$ cat src/hw/rtl/assert_macros.svh
// Assertion helpers shared by the line stepper RTL.
// Expects a clock named clk and a synchronous reset named rst in scope.
`ifndef ASSERT_MACROS_SVH
`define ASSERT_MACROS_SVH

// Checked outside reset only.
`define ASSERT_CHK(name, prop, msg) \
  name: assert property (@(posedge clk) disable iff (rst) prop) \
    else $error(msg);

// Checked at every edge, reset included.
`define ASSERT_ALWAYS(name, prop, msg) \
  name: assert property (@(posedge clk) prop) \
    else $error(msg);

`endif

$ cat src/hw/rtl/lps_pkg.sv
// Shared types and constants for the line pixel stepper.
// No dependencies.
`default_nettype none

package lps_pkg;

  localparam int unsigned DIM_BITS = 15;
  localparam int unsigned CFG_IDX_BITS = 1;

  localparam logic [DIM_BITS-1:0] DIM_RESET = 15'd1024;

  // Configuration register indexes
  localparam logic [CFG_IDX_BITS-1:0] REG_IMAGE_WIDTH = 1'd0;
  localparam logic [CFG_IDX_BITS-1:0] REG_IMAGE_HEIGHT = 1'd1;

  // Item function codes
  localparam logic FUNC_START = 1'b0;
  localparam logic FUNC_STEP = 1'b1;

  typedef struct packed {
    logic has_pixel;
    logic visible;
    logic last;
  } pix_flags_t;

endpackage

`default_nettype wire

$ cat src/hw/rtl/line_pixel_stepper_core.sv
// Top level of the line pixel stepper: input register, tracer, result register.
// Depends on lps_pkg, lps_tracer and assert_macros.svh.
//
//   channel   direction  handshake              payload
//   in        input      in_valid / in_ready    func, start_x, start_y, end_x, end_y, color
//   out       output     out_valid / out_ready  pixel_x, pixel_y, pixel_color, visible, last
//   cfg       input      cfg_we                 cfg_index, cfg_data
//
// One item per cycle sustained while the result register is not stalled; each
// transaction is captured in the input register, and its pixel is then loaded
// into the result register. The rate is set by the error update in the tracer.
// Reset (synchronous) empties both registers, clears the line and sets the
// image size to 1024 x 1024. A stalled result blocks only items that make a pixel.
`default_nettype none
`include "assert_macros.svh"

module line_pixel_stepper_core #(
  parameter int unsigned COORD_BITS = 16
) (
  input  wire logic                                 clk,
  input  wire logic                                 rst,
  input  wire logic                                 in_valid,
  output logic                                      in_ready,
  input  wire logic                                 func,
  input  wire logic [COORD_BITS-1:0]                start_x,
  input  wire logic [COORD_BITS-1:0]                start_y,
  input  wire logic [COORD_BITS-1:0]                end_x,
  input  wire logic [COORD_BITS-1:0]                end_y,
  input  wire logic [31:0]                          color,
  output logic                                      out_valid,
  input  wire logic                                 out_ready,
  output logic      [COORD_BITS-1:0]                pixel_x,
  output logic      [COORD_BITS-1:0]                pixel_y,
  output logic      [31:0]                          pixel_color,
  output logic                                      visible,
  output logic                                      last,
  input  wire logic                                 cfg_we,
  input  wire logic [lps_pkg::CFG_IDX_BITS-1:0]     cfg_index,
  input  wire logic [lps_pkg::DIM_BITS-1:0]         cfg_data
);

  // configuration
  logic [lps_pkg::DIM_BITS-1:0] image_width;
  logic [lps_pkg::DIM_BITS-1:0] image_height;

  always_ff @(posedge clk) begin
    if (rst) begin
      image_width  <= lps_pkg::DIM_RESET;
      image_height <= lps_pkg::DIM_RESET;
    end else if (cfg_we) begin
      case (cfg_index)
        lps_pkg::REG_IMAGE_WIDTH:  image_width  <= cfg_data;
        lps_pkg::REG_IMAGE_HEIGHT: image_height <= cfg_data;
        default: ;
      endcase
    end
  end

  // input register
  logic                  s1_valid, s1_valid_next;
  logic                  s1_func;
  logic [COORD_BITS-1:0] s1_ax, s1_ay, s1_bx, s1_by;
  logic [31:0]           s1_color;
  logic                  fire;
  logic                  out_load;
  logic                  out_valid_next;

  lps_pkg::pix_flags_t   flags;
  logic [COORD_BITS-1:0] px, py;
  logic [31:0]           pcolor;

  // an item that makes no pixel never waits on the result register
  assign fire     = s1_valid && (!flags.has_pixel || !out_valid || out_ready);
  assign out_load = fire && flags.has_pixel;
  assign in_ready = !s1_valid || fire;

  always_comb begin
    s1_valid_next = s1_valid;
    if (in_valid && in_ready) begin
      s1_valid_next = 1'b1;
    end else if (fire) begin
      s1_valid_next = 1'b0;
    end
    out_valid_next = out_valid;
    if (out_load) begin
      out_valid_next = 1'b1;
    end else if (out_ready) begin
      out_valid_next = 1'b0;
    end
  end

  always_ff @(posedge clk) begin
    if (rst) begin
      s1_valid  <= 1'b0;
      out_valid <= 1'b0;
    end else begin
      s1_valid  <= s1_valid_next;
      out_valid <= out_valid_next;
    end
  end

  always_ff @(posedge clk) begin
    if (in_valid && in_ready) begin
      s1_func  <= func;
      s1_ax    <= start_x;
      s1_ay    <= start_y;
      s1_bx    <= end_x;
      s1_by    <= end_y;
      s1_color <= color;
    end
  end

  lps_tracer #(
    .COORD_BITS(COORD_BITS)
  ) u_tracer (
    .clk         (clk),
    .rst         (rst),
    .fire        (fire),
    .func        (s1_func),
    .ax          (s1_ax),
    .ay          (s1_ay),
    .bx          (s1_bx),
    .by          (s1_by),
    .color       (s1_color),
    .image_width (image_width),
    .image_height(image_height),
    .flags       (flags),
    .px          (px),
    .py          (py),
    .pcolor      (pcolor)
  );

  // result register
  always_ff @(posedge clk) begin
    if (out_load) begin
      pixel_x     <= px;
      pixel_y     <= py;
      pixel_color <= pcolor;
      visible     <= flags.visible;
      last        <= flags.last;
    end
  end

  `ASSERT_ALWAYS(a_stall_needs_item, !in_ready |-> s1_valid,
                 "input stalled with an empty input register")
  `ASSERT_CHK(a_pixel_lands, out_load |=> out_valid,
              "pixel transaction lost on its way to the result register")
  `ASSERT_CHK(a_no_overwrite, (out_valid && !out_ready) |-> !out_load,
              "waiting result overwritten")

endmodule

`default_nettype wire

$ cat src/hw/rtl/lps_tracer.sv
// Line state and Bresenham step/setup datapath of the line pixel stepper.
// Depends on lps_pkg and assert_macros.svh.
`default_nettype none
`include "assert_macros.svh"

module lps_tracer #(
  parameter int unsigned COORD_BITS = 16
) (
  input  wire logic                               clk,
  input  wire logic                               rst,
  input  wire logic                               fire,
  input  wire logic                               func,
  input  wire logic [COORD_BITS-1:0]              ax,
  input  wire logic [COORD_BITS-1:0]              ay,
  input  wire logic [COORD_BITS-1:0]              bx,
  input  wire logic [COORD_BITS-1:0]              by,
  input  wire logic [31:0]                        color,
  input  wire logic [lps_pkg::DIM_BITS-1:0]       image_width,
  input  wire logic [lps_pkg::DIM_BITS-1:0]       image_height,
  output lps_pkg::pix_flags_t                     flags,
  output logic      [COORD_BITS-1:0]              px,
  output logic      [COORD_BITS-1:0]              py,
  output logic      [31:0]                        pcolor
);

  localparam int unsigned CW = COORD_BITS;
  localparam int unsigned CMP_W = (CW > lps_pkg::DIM_BITS) ? CW : lps_pkg::DIM_BITS;

  // line state
  logic                 busy;
  logic                 steep;
  logic signed [CW-1:0] major_pos;
  logic signed [CW-1:0] major_end;
  logic signed [CW-1:0] minor_pos;
  logic                 minor_step_neg;
  logic [CW:0]          major_delta;
  logic [CW:0]          minor_delta;
  logic signed [CW+1:0] error_term;
  logic [31:0]          line_color;

  // setup path
  logic signed [CW:0]   dx, dy, dmin;
  logic [CW:0]          adx, ady;
  logic                 setup_steep, setup_swap;
  logic signed [CW-1:0] a_maj, a_min, b_maj, b_min;
  logic signed [CW-1:0] lo_maj, lo_min, hi_maj, hi_min;
  logic [CW:0]          setup_major_delta;

  always_comb begin
    dx = {bx[CW-1], bx} - {ax[CW-1], ax};
    dy = {by[CW-1], by} - {ay[CW-1], ay};
    adx = dx[CW] ? (CW+1)'(-dx) : dx;
    ady = dy[CW] ? (CW+1)'(-dy) : dy;
    setup_steep = ady > adx;
    a_maj = setup_steep ? $signed(ay) : $signed(ax);
    a_min = setup_steep ? $signed(ax) : $signed(ay);
    b_maj = setup_steep ? $signed(by) : $signed(bx);
    b_min = setup_steep ? $signed(bx) : $signed(by);
    setup_swap = a_maj > b_maj;
    lo_maj = setup_swap ? b_maj : a_maj;
    lo_min = setup_swap ? b_min : a_min;
    hi_maj = setup_swap ? a_maj : b_maj;
    hi_min = setup_swap ? a_min : b_min;
    setup_major_delta = {hi_maj[CW-1], hi_maj} - {lo_maj[CW-1], lo_maj};
    dmin = {hi_min[CW-1], hi_min} - {lo_min[CW-1], lo_min};
  end

  // step path
  logic                 fin;
  logic signed [CW+1:0] err_sub, err_fix;
  logic                 vis_x, vis_y;

  always_comb begin
    px = steep ? minor_pos : major_pos;
    py = steep ? major_pos : minor_pos;
    fin = major_pos >= major_end;
    vis_x = !px[CW-1] && (CMP_W'(px) < CMP_W'(image_width));
    vis_y = !py[CW-1] && (CMP_W'(py) < CMP_W'(image_height));
    err_sub = error_term - $signed({1'b0, minor_delta});
    err_fix = err_sub + $signed({1'b0, major_delta});
    flags.has_pixel = (func == lps_pkg::FUNC_STEP) && busy;
    flags.visible = vis_x && vis_y;
    flags.last = fin;
    pcolor = line_color;
  end

  always_ff @(posedge clk) begin
    if (rst) begin
      busy <= 1'b0;
    end else if (fire) begin
      if (func == lps_pkg::FUNC_START) begin
        busy <= 1'b1;
      end else if (busy && fin) begin
        busy <= 1'b0;
      end
    end
  end

  always_ff @(posedge clk) begin
    if (fire) begin
      if (func == lps_pkg::FUNC_START) begin
        steep          <= setup_steep;
        major_pos      <= lo_maj;
        major_end      <= hi_maj;
        minor_pos      <= lo_min;
        minor_step_neg <= !(lo_min < hi_min);
        major_delta    <= setup_major_delta;
        minor_delta    <= dmin[CW] ? (CW+1)'(-dmin) : dmin;
        error_term     <= $signed({2'b00, setup_major_delta[CW:1]});
        line_color     <= color;
      end else if (busy && !fin) begin
        major_pos <= major_pos + 1'b1;
        // take a minor step when the error goes negative
        if (err_sub[CW+1]) begin
          error_term <= err_fix;
          minor_pos  <= minor_step_neg ? minor_pos - 1'b1 : minor_pos + 1'b1;
        end else begin
          error_term <= err_sub;
        end
      end
    end
  end

  `ASSERT_CHK(a_pos_in_range, busy |-> (major_pos <= major_end),
              "major position passed the line end")
  `ASSERT_CHK(a_error_nonneg, busy |-> !error_term[CW+1],
              "error term left negative after a step")
  `ASSERT_CHK(a_last_ends_line, (fire && flags.has_pixel && flags.last) |=> !busy,
              "line still busy after its last pixel")
  `ASSERT_CHK(a_idle_holds_pos, (busy && !fire) |=> $stable(major_pos),
              "major position moved without a transaction")

endmodule

`default_nettype wire

$ cat config.mk
export PLATFORM = sky130hd
export DESIGN_NAME = line_pixel_stepper_core
export DESIGN_NICKNAME = d
export VERILOG_FILES = /design/src/hw/rtl/lps_pkg.sv /design/src/hw/rtl/line_pixel_stepper_core.sv /design/src/hw/rtl/lps_tracer.sv
export VERILOG_INCLUDE_DIRS = /design/src /design/src/hw/rtl
export SDC_FILE = /design/constraint.sdc
export NUM_CORES = 1
export LEC_CHECK = 0
export CORE_ASPECT_RATIO = 1.2
export CORE_MARGIN = 1
export CORE_UTILIZATION = 55
export CTS_BUF_LIST = sky130_fd_sc_hd__clkbuf_2 sky130_fd_sc_hd__clkbuf_4 sky130_fd_sc_hd__clkbuf_8
export DETAILED_ROUTE_END_ITERATION = 12
export DONT_BUFFER_PORTS = 1
export MAX_ROUTING_LAYER = met4
export PLACE_DENSITY = 0.68
export SLEW_MARGIN = 20
export SYNTH_ARGS = -nofsm -noshare
export SYNTH_HDL_FRONTEND = slang
export SYNTH_SLANG_ARGS = --single-unit
$ cat constraint.sdc
create_clock -name clk -period 13.7 [get_ports clk]
set_input_delay 2.74 -clock clk [delete_from_list [all_inputs] [get_ports clk]]
set_output_delay 2.74 -clock clk [all_outputs]
set_load 0.01 [all_outputs]
==> run metrics, run 1 <==
status finished, final reports clean; largest net degree at the start of global routing 76; fmax around 80 MHz; Final ANT Viol Nets 0; Syn Area/Cell between 9 and 10 um^2; Max FO, Critical Path 28; vias post-DR approximately 17000; # rows 79; first-pass GRT wire length 87400 um; Vias/cell 5.97; worst-skew pair later-pin latency between 0.6 and 0.7 ns; Starting Density 0.558; FF-to-FF path depth 46; area grow syn2layout 7.78%; fin crit share 0.914; vias in the first global route about 16000; Ys Warns 0; clk slew on worst S/H paths 0.06 ns; Compound-Gate Fraction of Synth Area 0.163; max cap viols 0; Simple-Gate Fraction of Synth Area 0.143; Final setup violation count 0; crit-path max cell delay 0.61 ns; EDFF count, synth 297; GRT Resource Usage Total 0.291; hold_buf cts 0; Clock Skew 0.0356 ns; HP Class flip-flop to flip-flop; post-synth cell types 96; Final GP Congestion about 0.97; crit-path most repeated cell o21ai_0; crit path time final 12.52 ns; XOR/XNOR share of the synthesized area 0.0530; Final Hold Fails 0; CTS max path bufs 3; Worst EP arrival 12.92 ns; Total Wirelength 56800 um; Critical Path RT 14.10 ns; Post-Syn Instances 2192; FF+latch count, synth 330; Synth Area in Adders 0.110; post-synthesis mux area share 0.0419; Core ar. 0.0388 mm^2; Startpoint Class flip-flop; Post-synth ARST share 0; largest family of logic cells by synthesized area compound AO/OA/AOI/OAI gates; synthesized net count 2494; critical path type flip-flop to flip-flop; GR Overflow Total 0; CTS tree yes; die area between 0.04 and 0.05 mm^2; CP max stage cell or4b_2; top_reg_cell synth edfxtp_1; WL per Instance just over 20 um; fill count 3286; register area share after synthesis 0.442; Slew headroom 0.347; drt pass-1 iters 5; antenna violations before repair 1; hold path cells 0; clock buffer count from CTS 52; DR DRC count 0; H-tree depth 2; synthesized area 0.0217 mm^2; port bufs 0; share of cells above drive strength 1 0.0990; setup_tns 0 ns; RSZ-0062 raised after global routing no; I/O pins 186; worst slew pin tran ~0.98 ns; kind of end point of the critical path flip-flop; Die Y 219 um; Final Max Tran Viols 0; dpl hpwl 44000 um; # clock sinks 330; DRT iter0 DRCs 1471; Nets approximately 2500; Clock Tree Root clkbuf_8; Die W 183 um
registers in the layout, indices dropped and copies added (netlist names), 17 cells and up:
| register | cells |
|---|---|
| u_tracer.pcolor | 32 |
| u_tracer.minor_delta | 17 |
| s1_color | 32 |
| u_tracer.major_delta | 17 |
| pixel_color | 32 |
| u_tracer.error_term | 18 |
cell families after synthesis:
group / Yosys count
xor gates and xnor gates: 131
buffers and inverters: 264
and+or+nand+nor: 652
adders and majority gates: 188
AOI/OAI and AO/OA: 543
muxes: 84
DFF: 330
what timing repair did:
| action | CTS | global route |
|---|---|---|
| resized for setup | 0 | 14 |
| endpoints found under the setup margin | 0 | 3 |
| setup buffers | 0 | 3 |
metrics by stage:
step,util,worst slack (ns),std cells,hold slack (ns),area (um^2)
6_report,0.601,1.18,2770,0.407,23300
3_5_place_dp,0.572,0.775,2671,0.405,22200
5_1_grt,0.601,0.0730,2769,0.422,23300
2_1_floorplan,-,2.15,2192,0.400,21700
4_1_cts,0.599,0.750,2765,0.414,23300
3_3_place_gp,0.572,0.921,2671,0.401,22200
cell type report:
class / instances / area [um^2] / share of cell area
multi-input cells: 1598 / 11100 / 0.477
flip-flops and latches: 330 / 9580 / 0.410
clock buffers: 76 / 902 / 0.0386
inverters: 194 / 732 / 0.0314
well taps: 526 / 658 / 0.0282
repair buffers: 26 / 199 / 0.00852
clock inverters: 18 / 136 / 0.00584
diodes: 2 / 5.00 / 0.000214
per-layer routing:
layer | track usage | part of all wire | up-vias
li1 | - | - | 8017
met1 | 0.374 | 0.43 | 7836
met2 | 0.473 | 0.48 | 569
met3 | 0.0403 | 0.060 | 103
met4 | 0.103 | 0.032 | 0
met5 | - | 0 | -
path summary, 6_finish.rpt:
kind / start / to / slack [ns]
worst max-delay path: s1_ay[0]$_DFFE_PP_ / u_tracer.minor_delta[14]$_DFFE_PP_ / 1.18
worst min-delay path: u_tracer.pcolor[0]$_DFFE_PP_ / pixel_color[0]$_DFFE_PP_ / 0.41
worst max register to register: s1_ay[0]$_DFFE_PP_ / u_tracer.minor_delta[14]$_DFFE_PP_ / 1.18
worst min register to register: u_tracer.pcolor[0]$_DFFE_PP_ / pixel_color[0]$_DFFE_PP_ / 0.41
cells in the mapped netlist, types with 44 or more instances:
library cell,number,area share
a21oi_1,151,0.035
clkbuf_1,45,0.0078
edfxtp_1,297,0.41
ha_1,178,0.10
inv_1,193,0.033
mux2_2,46,0.024
nand2_1,234,0.041
nand3_1,44,0.010
nor2_1,165,0.029
nor3_1,44,0.010
o21ai_0,119,0.027
xnor2_1,87,0.035
xor2_1,44,0.018
worst max-delay path: cells and delay by family, from the launching register on:
kind | cells | cell delay [ns]
xor gates and xnor gates | 2 | 0.29
AOI/OAI and AO/OA | 19 | 4.74
adders and majority gates | 6 | 2.07
buffers and inverters | 2 | 0.27
and+or+nand+nor | 17 | 4.35
DFF | 1 | 0.50
placed cells by master (no fill, tap or decap), drive strengths merged, types with 45 or more instances in the layout:
cell / count
inv: 195
nand3: 45
a21oi: 152
xnor2: 87
edfxtp: 297
nor3: 47
nor2: 166
ha: 178
clkbuf: 76
mux2: 47
nand2: 235
o21ai: 132
Power of run 1 is left out: the tool's default activity adds up to more than one toggle a clock period on the data nets, which glitch-free logic cannot reach.
==> inputs of run 2 (changes only) <==
Settings changed: PLACE_DENSITY 0.68 to 0.7, SYNTH_HIERARCHICAL set to 1.
==> run metrics, run 2 <==
Worst EP arrival approximately 14 ns; fmax 76.2 MHz; Vias/cell 6.00; I/O pins 186; critical path type flip-flop to flip-flop; largest net degree at the start of global routing 81; vias post-DR 16100; fin util 0.603; Startpoint Class flip-flop; post-CTS sizing 0; fin crit share 0.958; drt pass-1 iters 5; # rows approximately 80; status finished, final reports clean; first-pass GRT wire length between 80000 and 90000 um; HP Class flip-flop to flip-flop; area grow syn2layout 7.57%; ant diodes 0; WL met3 3030 um; # clock sinks 330; worst-skew pair later-pin latency ~0.66 ns; Total Wirelength between 50000 and 60000 um; GRT Resource Usage Total 0.284; FF+latch count, synth 330; clock buffer count from CTS 52; Final Max Tran Viols 0; hold path cells 0; H-tree depth 2; routed wl met2 about 26000 um; top-count cell post-synth edfxtp_1; most frequent cells in the layout 297 x edfxtp_1, 275 x nand2_1, 178 x ha_1; crit-path max cell delay 0.79 ns; Ys Warns 6; Yosys top cell by area edfxtp_1; dpl hpwl 42000 um; Nets 2469; synthesized area 0.0213 mm^2; Post-synth top cells 297 x edfxtp_1, 275 x nand2_1, 178 x ha_1; share of cells above drive strength 1 0.0879; CTS max path bufs 3; antenna violations before repair 0; crit path time final 13.13 ns; RSZ-0062 raised after global routing no; DR top layer met4; top_reg_cell synth edfxtp_1; clk slew on worst S/H paths 0.06 ns; Clock Skew 0.0366 ns; Final Hold Fails 0; max cap viols 0; EDFF count, synth 297; Starting Density 0.560; Final setup violation count 0; commonest non-fill, non-tap cell in the layout edfxtp_1; GR Overflow Total 0; DRT iter0 DRCs 1203; Slew headroom 0.335; WL per Instance about 20 um; family with the most delay on the worst path compound AO/OA/AOI/OAI gates; CP bufs+invs 5; Final ANT Viol Nets 0; register area share after synthesis 0.450; Max FO, Critical Path 56; Die W 181 um; post-synth cell types 90; CP max stage cell mux2i_1; port bufs 0; synthesized net count between 2000 and 2500; Stages on worst setup path 50; Core ar. 0.0380 mm^2; vias in the first global route 15500; kind of end point of the critical path flip-flop; FF-to-FF path depth 50; Final GP Congestion 0.982; Post-CTS Setup Bufs 0; worst slew pin tran about 1 ns; Die Y 217 um; CTS tree yes; DR DRC count 0; Clock Tree Root clkbuf_8; Post-synth ARST share 0; fill count 3190; die area approximately 0.039 mm^2; hold_buf cts 0; Post-Route M1 WL 23600 um; Syn Area/Cell roughly 9.9 um^2; Synth top area share 0.419; Post-Syn Instances 2156; setup_tns 0 ns; Critical Path RT roughly 14 ns; Area contributors post-synth edfxtp_1 42%, ha_1 10%, nand2_1 4.9%
[run 2: cell count changes after synthesis, moves of 6 or more]
cell,previous run,this run
nor4_1,15,8
or3_1,17,23
o21ai_2,0,6
nand2_1,234,275
a21oi_1,151,141
or2_2,16,2
nor3_1,44,32
o31ai_1,15,8
mux2_2,46,38
inv_1,193,174
o21ai_0,119,131
[run 2: cells by family (layout without fill, tap and decap cells)]
family / count (synthesis) / in the layout / synth area share
xor+xnor: 133 / 133 / 0.0548
buf+inv: 245 / 295 / 0.0470
compound gates: 510 / 510 / 0.151
mux: 77 / 77 / 0.0400
fa+ha+maj: 186 / 186 / 0.111
flops: 330 / 330 / 0.450
simple gates: 675 / 676 / 0.146
[run 2: layer usage]
| metal | global-route usage | up-vias |
|---|---|---|
| met1 | 0.361 | 7734 |
| li1 | - | 7783 |
| met3 | 0.0403 | 80 |
| met5 | - | - |
| met2 | 0.464 | 525 |
| met4 | 0.101 | 0 |
[run 2: cell type report]
type	instances	area [um^2]	share of cell area
multi-input combinational	1582	10700	0.470
sequential	330	9580	0.419
clock buffer	69	862	0.0377
inverter	176	666	0.0291
tap	480	601	0.0263
clock inverter	25	224	0.00979
timing repair buffer	25	195	0.00853
[run 2: per-stage QoR]
stage	worst slack, ns	hold slack (ns)	std cells	area, um^2
after floorplan	2.37	0.400	2156	21300
after global placement	1.12	0.401	2592	21700
after detailed placement	0.620	0.405	2592	21700
after CTS	0.558	0.393	2686	22800
after global routing	0.0108	0.414	2687	22900
final	0.574	0.404	2687	22900
[run 2: worst paths after layout]
| path | from | endpoint | slack [ns] |
|---|---|---|---|
| max reg2reg | s1_by[0]$_DFFE_PP_ | u_tracer/minor_delta[16]$_SDFFCE_PP0P_ | 0.57 |
| min | s1_color[6]$_DFFE_PP_ | u_tracer/pcolor[6]$_DFFE_PP_ | 0.40 |
| min reg2reg | s1_color[6]$_DFFE_PP_ | u_tracer/pcolor[6]$_DFFE_PP_ | 0.40 |
| max | s1_by[0]$_DFFE_PP_ | u_tracer/minor_delta[16]$_SDFFCE_PP0P_ | 0.57 |
Power of run 2 is left out for the same reason.
